`src/design/water_ripple_field_engine_assert.svh`:
```
// Assertion macros for the water ripple field engine.
`ifndef WATER_RIPPLE_FIELD_ENGINE_ASSERT_SVH
`define WATER_RIPPLE_FIELD_ENGINE_ASSERT_SVH

`ifndef ASSERT_OFF
`define WRFE_ASSERT_IMPL(lbl, ante, cons) \
  lbl: assert property (@(posedge clk) disable iff (rst) (ante) |-> (cons)) \
    else $error("water ripple field engine: implication failed");
`define WRFE_ASSERT_NEVER(lbl, cond) \
  lbl: assert property (@(posedge clk) disable iff (rst) !(cond)) \
    else $error("water ripple field engine: forbidden condition");
`else
`define WRFE_ASSERT_IMPL(lbl, ante, cons)
`define WRFE_ASSERT_NEVER(lbl, cond)
`endif

`endif

```
`src/design/wrfe_pkg.sv`:
```
// Shared types, constants and helpers of the water ripple field engine.
`timescale 1ns / 1ps
package wrfe_pkg;

  localparam int ADDR_W = 16;
  localparam int CELLS  = 65536;

  typedef enum logic [2:0] {
    OP_STEP   = 3'd0,
    OP_RIPPLE = 3'd1,
    OP_BLOP   = 3'd2,
    OP_LOAD   = 3'd3,
    OP_SAMPLE = 3'd4
  } op_t;

  localparam logic [1:0] CFG_ENABLE  = 2'd0;
  localparam logic [1:0] CFG_DAMPING = 2'd1;
  localparam logic [1:0] CFG_SHADE   = 2'd2;
  localparam logic [1:0] CFG_PALETTE = 2'd3;

  typedef struct packed {
    logic       effect_enable;
    logic [5:0] damping_factor;
    logic       shade_half;
    logic [7:0] palette_base;
  } cfg_t;

  // Height field access from the sequencer, in current/older terms.
  typedef struct packed {
    logic              cur_b;
    logic              clr;
    logic [ADDR_W-1:0] cur_ra0;
    logic [ADDR_W-1:0] cur_ra1;
    logic [ADDR_W-1:0] old_ra;
    logic              old_we;
    logic [ADDR_W-1:0] old_wa;
    logic [15:0]       old_wd;
  } fld_req_t;

  // Arithmetic shift right that truncates toward zero.
  function automatic logic signed [23:0] shr_trunc(input logic signed [23:0] v,
                                                   input logic [2:0] sh);
    logic signed [23:0] bias;
    bias = v[23] ? ((24'sd1 <<< sh) - 24'sd1) : 24'sd0;
    return (v + bias) >>> sh;
  endfunction

endpackage

```
`src/design/wrfe_shade.sv`:
```
// Shading of a sampled background index into a palette pixel.
`timescale 1ns / 1ps
module wrfe_shade import wrfe_pkg::*; (
  input  logic [7:0]         bg,
  input  logic signed [15:0] xo,
  input  cfg_t               cfg,
  output logic [7:0]         pixel
);

  logic signed [23:0] xq;
  logic signed [13:0] s;

  always_comb begin
    if (cfg.shade_half) begin
      xq = shr_trunc(24'(xo), 3'd6) + 24'sd4;
    end else begin
      xq = shr_trunc(24'(xo), 3'd5);
    end
    s = $signed({9'b0, bg[4:0]}) + $signed(xq[13:0]);
    if (s < 14'sd0) begin
      pixel = cfg.palette_base;
    end else if (s > 14'sd31) begin
      pixel = cfg.palette_base + 8'd31;
    end else begin
      pixel = cfg.palette_base + {3'b0, s[4:0]};
    end
  end

endmodule

```
`src/design/wrfe_seq.sv`:
```
// Operation sequencer with the step pipeline and field read-modify-write.
`timescale 1ns / 1ps
module wrfe_seq import wrfe_pkg::*; (
  input  logic                     clk,
  input  logic                     rst,
  input  logic                     in_valid,
  output logic                     in_ready,
  input  logic [2:0]               operation,
  input  logic [7:0]               col,
  input  logic [7:0]               row,
  input  logic signed [15:0]       amount,
  input  logic [7:0]               span,
  input  logic [7:0]               background_value,
  input  cfg_t                     cfg,
  output fld_req_t                 req,
  input  logic [15:0]              cur_rd0,
  input  logic [15:0]              cur_rd1,
  input  logic [15:0]              old_rd,
  output logic                     bg_we,
  output logic [ADDR_W-1:0]        bg_wa,
  output logic [7:0]               bg_wd,
  output logic [ADDR_W-1:0]        bg_ra,
  input  logic [7:0]               bg_rd,
  output logic                     res_valid,
  input  logic                     res_ready,
  output logic [7:0]               res_pixel,
  output logic signed [15:0]       res_x,
  output logic signed [15:0]       res_y
);

  typedef enum logic [3:0] {
    S_CLEAR, S_IDLE, S_STEP, S_RIP_RD, S_RIP_WR, S_BLOP_RD, S_BLOP_WR,
    S_LOAD, S_SMP_LR, S_SMP_UD, S_SMP_BG, S_SMP_PIX, S_FINISH
  } state_t;

  state_t state;
  logic [15:0] cnt;
  logic        ph, issuing, cur_b;
  logic        s1_v, s2_v, s3_v, s4_v;
  logic [15:0] s1_a, s2_a, s3_a, s4_a;
  logic signed [16:0] lr;
  logic signed [15:0] oldv, vreg;
  logic signed [22:0] prod;
  logic [2:0]  rk;
  logic [7:0]  k, bcol;
  logic signed [12:0] ramp;
  logic signed [15:0] xo;
  logic [7:0]  l_col, l_row, l_span, l_bg;
  logic signed [15:0] l_amt;

  logic [7:0]  c, r;
  logic signed [17:0] sum;
  logic signed [23:0] half, qd, amt_half, xq, yq;
  logic signed [17:0] diff;
  logic signed [15:0] yo_now;
  logic [15:0] rip_addr;
  logic [15:0] rip_val;
  logic [7:0]  pix;

  assign c = cnt[7:0];
  assign r = cnt[15:8];
  assign in_ready  = (state == S_IDLE);
  assign res_valid = (state == S_FINISH);

  wrfe_shade u_shade (
    .bg    (bg_rd),
    .xo    (xo),
    .cfg   (cfg),
    .pixel (pix)
  );

  always_comb begin
    sum  = 18'(lr) + 18'($signed(cur_rd0)) + 18'($signed(cur_rd1));
    half = shr_trunc(24'(sum), 3'd1);
    diff = half[17:0] - 18'(oldv);
    qd   = shr_trunc(24'(prod), 3'd5);
    amt_half = shr_trunc(24'(l_amt), 3'd1);
    yo_now = $signed(cur_rd0) - $signed(cur_rd1);
    xq = shr_trunc(24'(xo), 3'd5);
    yq = shr_trunc(24'(yo_now), 3'd5);
    rip_val = (rk == 3'd0) ? l_amt : amt_half[15:0];
    case (rk)
      3'd1:    rip_addr = {l_row, l_col - 8'd1};
      3'd2:    rip_addr = {l_row, l_col + 8'd1};
      3'd3:    rip_addr = {l_row + 8'd1, l_col};
      3'd4:    rip_addr = {l_row - 8'd1, l_col};
      default: rip_addr = {l_row, l_col};
    endcase
  end

  always_comb begin
    req = '0;
    req.cur_b = cur_b;
    bg_we = 1'b0;
    bg_wa = {l_row, l_col};
    bg_wd = l_bg;
    bg_ra = {l_row + yq[7:0], l_col + xq[7:0]};
    case (state)
      S_CLEAR: begin
        req.clr    = 1'b1;
        req.old_wa = cnt;
      end
      S_STEP: begin
        if (issuing) begin
          if (!ph) begin
            req.cur_ra0 = {r, c - 8'd1};
            req.cur_ra1 = {r, c + 8'd1};
            req.old_ra  = cnt;
          end else begin
            req.cur_ra0 = {r - 8'd1, c};
            req.cur_ra1 = {r + 8'd1, c};
          end
        end
        req.old_we = s4_v;
        req.old_wa = s4_a;
        req.old_wd = qd[15:0];
      end
      S_RIP_RD: req.old_ra = rip_addr;
      S_RIP_WR: begin
        req.old_we = 1'b1;
        req.old_wa = rip_addr;
        req.old_wd = old_rd + rip_val;
      end
      S_BLOP_RD: req.old_ra = {l_row, bcol};
      S_BLOP_WR: begin
        req.old_we = 1'b1;
        req.old_wa = {l_row, bcol};
        req.old_wd = old_rd + {{3{ramp[12]}}, ramp};
      end
      S_LOAD: bg_we = 1'b1;
      S_SMP_LR: begin
        req.cur_ra0 = {l_row, l_col - 8'd1};
        req.cur_ra1 = {l_row, l_col + 8'd1};
      end
      S_SMP_UD: begin
        req.cur_ra0 = {l_row - 8'd1, l_col};
        req.cur_ra1 = {l_row + 8'd1, l_col};
      end
      default: ;
    endcase
  end

  always_ff @(posedge clk) begin
    if (rst) begin
      state   <= S_CLEAR;
      cnt     <= '0;
      ph      <= 1'b0;
      issuing <= 1'b0;
      cur_b   <= 1'b0;
      s1_v    <= 1'b0;
      s2_v    <= 1'b0;
      s3_v    <= 1'b0;
      s4_v    <= 1'b0;
    end else begin
      // step pipeline: neighbor sums, damping product, write back
      s1_v <= (state == S_STEP) && issuing && !ph;
      s2_v <= s1_v;
      s3_v <= s2_v;
      s4_v <= s3_v;
      s1_a <= cnt;
      s2_a <= s1_a;
      s3_a <= s2_a;
      s4_a <= s3_a;
      if (s1_v) begin
        lr   <= 17'($signed(cur_rd0)) + 17'($signed(cur_rd1));
        oldv <= old_rd;
      end
      if (s2_v) begin
        vreg <= diff[15:0];
      end
      if (s3_v) begin
        prod <= vreg * $signed({1'b0, cfg.damping_factor});
      end

      case (state)
        S_CLEAR: begin
          cnt <= cnt + 16'd1;
          if (cnt == 16'hFFFF) begin
            state <= S_IDLE;
          end
        end
        S_IDLE: begin
          if (in_valid) begin
            l_col  <= col;
            l_row  <= row;
            l_amt  <= amount;
            l_span <= span;
            l_bg   <= background_value;
            bcol   <= col;
            res_pixel <= '0;
            res_x  <= '0;
            res_y  <= '0;
            rk     <= '0;
            k      <= '0;
            ramp   <= 13'sd1;
            cnt    <= '0;
            ph     <= 1'b0;
            case (operation)
              OP_STEP: begin
                if (cfg.effect_enable) begin
                  state   <= S_STEP;
                  issuing <= 1'b1;
                end else begin
                  state <= S_FINISH;
                end
              end
              OP_RIPPLE: state <= cfg.effect_enable ? S_RIP_RD : S_FINISH;
              OP_BLOP:   state <= cfg.effect_enable ? S_BLOP_RD : S_FINISH;
              OP_LOAD:   state <= S_LOAD;
              OP_SAMPLE: state <= S_SMP_LR;
              default:   state <= S_FINISH;
            endcase
          end
        end
        S_STEP: begin
          if (issuing) begin
            ph <= ~ph;
            if (ph) begin
              cnt <= cnt + 16'd1;
              if (cnt == 16'hFFFF) begin
                issuing <= 1'b0;
              end
            end
          end else if (!s1_v && !s2_v && !s3_v && !s4_v) begin
            cur_b <= ~cur_b;
            state <= S_FINISH;
          end
        end
        S_RIP_RD: state <= S_RIP_WR;
        S_RIP_WR: begin
          if (rk == 3'd4) begin
            state <= S_FINISH;
          end else begin
            rk    <= rk + 3'd1;
            state <= S_RIP_RD;
          end
        end
        S_BLOP_RD: state <= S_BLOP_WR;
        S_BLOP_WR: begin
          if (k < (l_span >> 1)) begin
            ramp <= ramp + 13'sd24;
          end else if (ramp > 13'sd1) begin
            ramp <= ramp - 13'sd24;
          end
          if (k == l_span) begin
            state <= S_FINISH;
          end else begin
            k     <= k + 8'd1;
            bcol  <= bcol + 8'd1;
            state <= S_BLOP_RD;
          end
        end
        S_LOAD: state <= S_FINISH;
        S_SMP_LR: state <= S_SMP_UD;
        S_SMP_UD: begin
          xo    <= $signed(cur_rd0) - $signed(cur_rd1);
          state <= S_SMP_BG;
        end
        S_SMP_BG: begin
          res_y <= yo_now;
          state <= S_SMP_PIX;
        end
        S_SMP_PIX: begin
          res_pixel <= pix;
          res_x     <= xo;
          state     <= S_FINISH;
        end
        S_FINISH: begin
          if (res_ready) begin
            state <= S_IDLE;
          end
        end
        default: state <= S_IDLE;
      endcase
    end
  end

endmodule

```
`config.mk`:
```
export PLATFORM = sky130hd
export DESIGN_NAME = wrfe_seq
export DESIGN_NICKNAME = d
export VERILOG_FILES = /design/src/design/water_ripple_field_engine_assert.svh /design/src/design/wrfe_pkg.sv /design/src/design/wrfe_shade.sv /design/src/design/wrfe_seq.sv
export SDC_FILE = /design/constraint.sdc
export NUM_CORES = 1
export LEC_CHECK = 0
export BUFFER_PORTS_ARGS = -buffer_cell sky130_fd_sc_hd__clkbuf_2
export CAP_MARGIN = 40
export CORE_AREA = 3 3 228 252
export CTS_CLUSTER_SIZE = 25
export DETAILED_ROUTE_END_ITERATION = 6
export DIE_AREA = 0 0 231 255
export PLACE_DENSITY_LB_ADDON = 0.12
export SYNTH_ARGS = -nofsm -noshare
export SYNTH_HDL_FRONTEND = slang
export SYNTH_HIERARCHICAL = 1
export SYNTH_SLANG_ARGS = --single-unit
```
`constraint.sdc`:
```
create_clock -name clk -period 14.5 [get_ports clk]
set_clock_uncertainty 0.15 [all_clocks]
set_input_delay 2.9 -clock clk [delete_from_list [all_inputs] [get_ports clk]]
set_output_delay 2.9 -clock clk [all_outputs]
set_load 0.1 [all_outputs]
```
==> results_dict.tcl <==
set metrics [dict create \
    syn_avg_cell_area_um2 9.74 \
    setup_tns_ns 0 \
    fmax_mhz 85.2 \
    synth_top_cells_by_area "edfxtp_1 (33%), ha_1 (10%), fa_1 (7.8%)" \
    antenna_found_initial 2 \
    synth_top_flop_cell "edfxtp_1" \
    drive_gt1_share_pct 15.8 \
    synth_top_cell_area_share_pct 33.4 \
    ys_warn_count 6 \
    cp_max_fo 5 \
    tightest_slew_ns 0.876 \
    ant_nets 0 \
    relSlewSlack_pct 41.6 \
    start_util_pct 43.8 \
    nets 3137 \
    timing.rr.end "res_pixel[6]" \
    vdd_drop_max_mv 0.0828 \
    vias 19527 \
    regArea_um2 8590 \
    startpoint_type "input port" \
    io_buffers 289 \
    gp_congestion 0.943 \
    clock-root-buffer "clkbuf_16" \
    grt_pass1_vias 18995 \
    leakage_nw 11.6 \
    hpwlAfterDp_um 53200 \
    ctsHoldBuffers 0 \
    placed_cell_area_um2 26300 \
    synthesis.instances 2473 \
    ctsResizeCount 0 \
    max-cap-violations 0 \
    vias_per_cell 5.60 \
    crit_path_end "bg_ra[15]" \
    crit_start "cur_rd1[1]" \
    status "complete, no violations" \
    synth_top_cell_by_area "edfxtp_1" \
    ys_ff_latch 295 \
    cp-end-kind "output port" \
    drt-initial-drc-count 1332 \
    htree_levels 2 \
    r2r_start "xo[15]" \
    holdCritPathClass "reg -> reg" \
    clkTransAtPathRegs_ns 0.06 \
    setup_viol 0 \
    worst_ep_required_time_ns 11.45 \
    cp.arrival_ns 8.69 \
    powerDensity_nw_per_um2 96.1 \
    synth.most_common_cell "edfxtp_1" \
    stdcell_area_um2 27600 \
    timing_hold_violations_final 0 \
    postCtsSetupRepairBufs 0 \
    fillers 5161 \
    rsz0062_at_grt "no" \
    yosysSeqAreaShare_pct 35.6 \
    synth_edf_count 268 \
    multi_input_area_um2 14400 \
    clock_path_buffers 3 \
    grt_usage_pct 22.9 \
    cts_buffers 37 \
    grt_pass1_wl_um 106000 \
    die_w_um 231 \
    slew_viol_final 0 \
    grt_start_max_net_pins 67 \
    rows 90 \
    regToRegSetupSlack_ns 7.85 \
    synth_area_um2 24100 \
    cts_sinks 295 \
    die_area_um2 58900 \
    postRouteWirelength_um 68800 \
    synthTopCellsByCount "edfxtp_1 (268), ha_1 (197), nand2_1 (184)" \
    ff2ff_path_depth 24 \
    critical_path_class "in -> out" \
    io_pins 293 \
    core_um2 55000 \
    finalCriticalPeriod_ns 11.74 \
    syn-num-nets 2891 \
    cts_tree "yes" \
    synthArstFlopShare_pct 0 \
    syn_to_final_growth_pct 14.4 \
    yosysUniqueCellTypes 98 \
    wl_per_cell_um 19.7 \
    die_h_um 255 \
    period_share_pct 81.0 \
    overflow 0 \
    drc_errors 0 \
    firstDrtPassIters 6 \
    insertion_delay_ns 0.55 \
]
[cell usage in the layout (no fill, tap or decap), types with 12 or more instances in the layout]
cell         n
nor2b_1     41
clkbuf_2   289
edfxtp_1   268
a21o_1      49
mux2i_1     12
o21a_1      19
nand2b_1    22
a21oi_1    159
dfxtp_1     26
nand3_1     63
nand2_1    184
o21ai_0    106
inv_1      178
nor3_1      48
xnor2_1    157
ha_1       197
and3_1      22
o21bai_1    23
o22ai_1     42
clkbuf_16   37
xor2_1     103
a211oi_1    14
nor2_1     168
or3_1       19
a22oi_1     32
buf_4       21
a31oi_1     13
fa_1        94
nand4_1     26
and2_1      95
[power breakdown]
group	internal (mW)	switching (mW)	leakage, nW
registers	0.959	0.00495	2.72
clock network	0.533	0.396	0.592
logic	0.273	0.482	8.30
[worst min-delay path by stage]
stage | startpoint | to | cells after the start
5_1_grt | s2_a[8] | s3_a[8] | 0
3_3_place_gp | s1_a[11] | s2_a[11] | 0
2_1_floorplan | s1_a[0] | s2_a[0] | 0
6_report | s3_a[12] | s4_a[12] | 0
4_1_cts | s3_a[12] | s4_a[12] | 0
3_5_place_dp | s2_a[13] | s3_a[13] | 0
[layout make-up]
cell class                      count  area share (%)
Multi-Input combinational cell   1888            52.4
Sequential cell                   295            31.2
Timing Repair Buffer              317            6.19
Clock buffer                       39            3.39
Tap cell                          736            3.34
Inverter                          180            2.45
Clock inverter                     29            1.06
Antenna cell                        1         0.00908
[worst max-delay path: stages]
cell	delay, ns
clkbuf_2	0.15
inv_1	0.09
ha_1	0.29
nor2b_1	0.15
o2111ai_1	0.18
nor3b_1	0.34
o2bb2ai_1	0.25
o21a_1	0.27
o21ai_1	0.13
xor2_1	0.20
inv_1	0.14
ha_1	0.32
and4_1	0.21
nand3_1	0.08
mux2_2	0.31
nand2_1	0.12
nand2_1	0.08
xnor2_1	0.30
ha_1	0.29
a21o_1	0.17
a21oi_1	0.23
o21bai_1	0.09
a21oi_1	0.24
o21ai_0	0.16
xnor2_1	0.16
xnor2_1	0.16
xnor2_1	0.17
clkbuf_2	0.49
[per-stage QoR]
stage	cells	hold WS, ns	total power, mW	setup WS [ns]	util [%]
floorplan	2473	0.250	1.57	2.67	-
global route	3485	0.270	2.79	2.28	50.2
detailed placement	3415	0.255	1.74	2.78	47.9
finish	3485	0.268	2.65	2.76	50.2
global placement	3408	0.250	1.73	2.94	47.7
CTS	3483	0.265	2.68	2.76	50.1
[per-layer routing]
metal / share of wire, % / vias up / wire length [µm] / GRT usage (%)
met5: 0.019 / - / 13 / 0
met2: 47 / 626 / 32000 / 37.1
met3: 6.3 / 137 / 4360 / 3.97
met1: 43 / 9459 / 29800 / 30.8
met4: 3.8 / 2 / 2610 / 9.03
li1: - / 9303 / - / -
[state kept, by name (all words and copies together) (netlist names), 4 cells and up]
name	flops
res_pixel	8
vreg	16
l_col	8
lr	17
res_x	16
s2_a	16
bg_wd	8
l_amt	16
l_row	8
state	4
prod	22
bcol	8
cnt	16
k	8
s4_a	16
l_span	8
xo	16
res_y	16
s3_a	16
ramp	10
oldv	16
s1_a	16
[cell families after synthesis]
family	after synthesis	synth area share, %
AO/OA/AOI/OAI	564	15.3
XOR/XNOR	261	9.55
adder cells (fa/ha/maj)	291	18.0
buffers and inverters	290	4.59
flip-flops	295	35.6
multiplexers	20	0.950
AND/OR/NAND/NOR	752	15.9
Power figures use the tool's default switching activity.
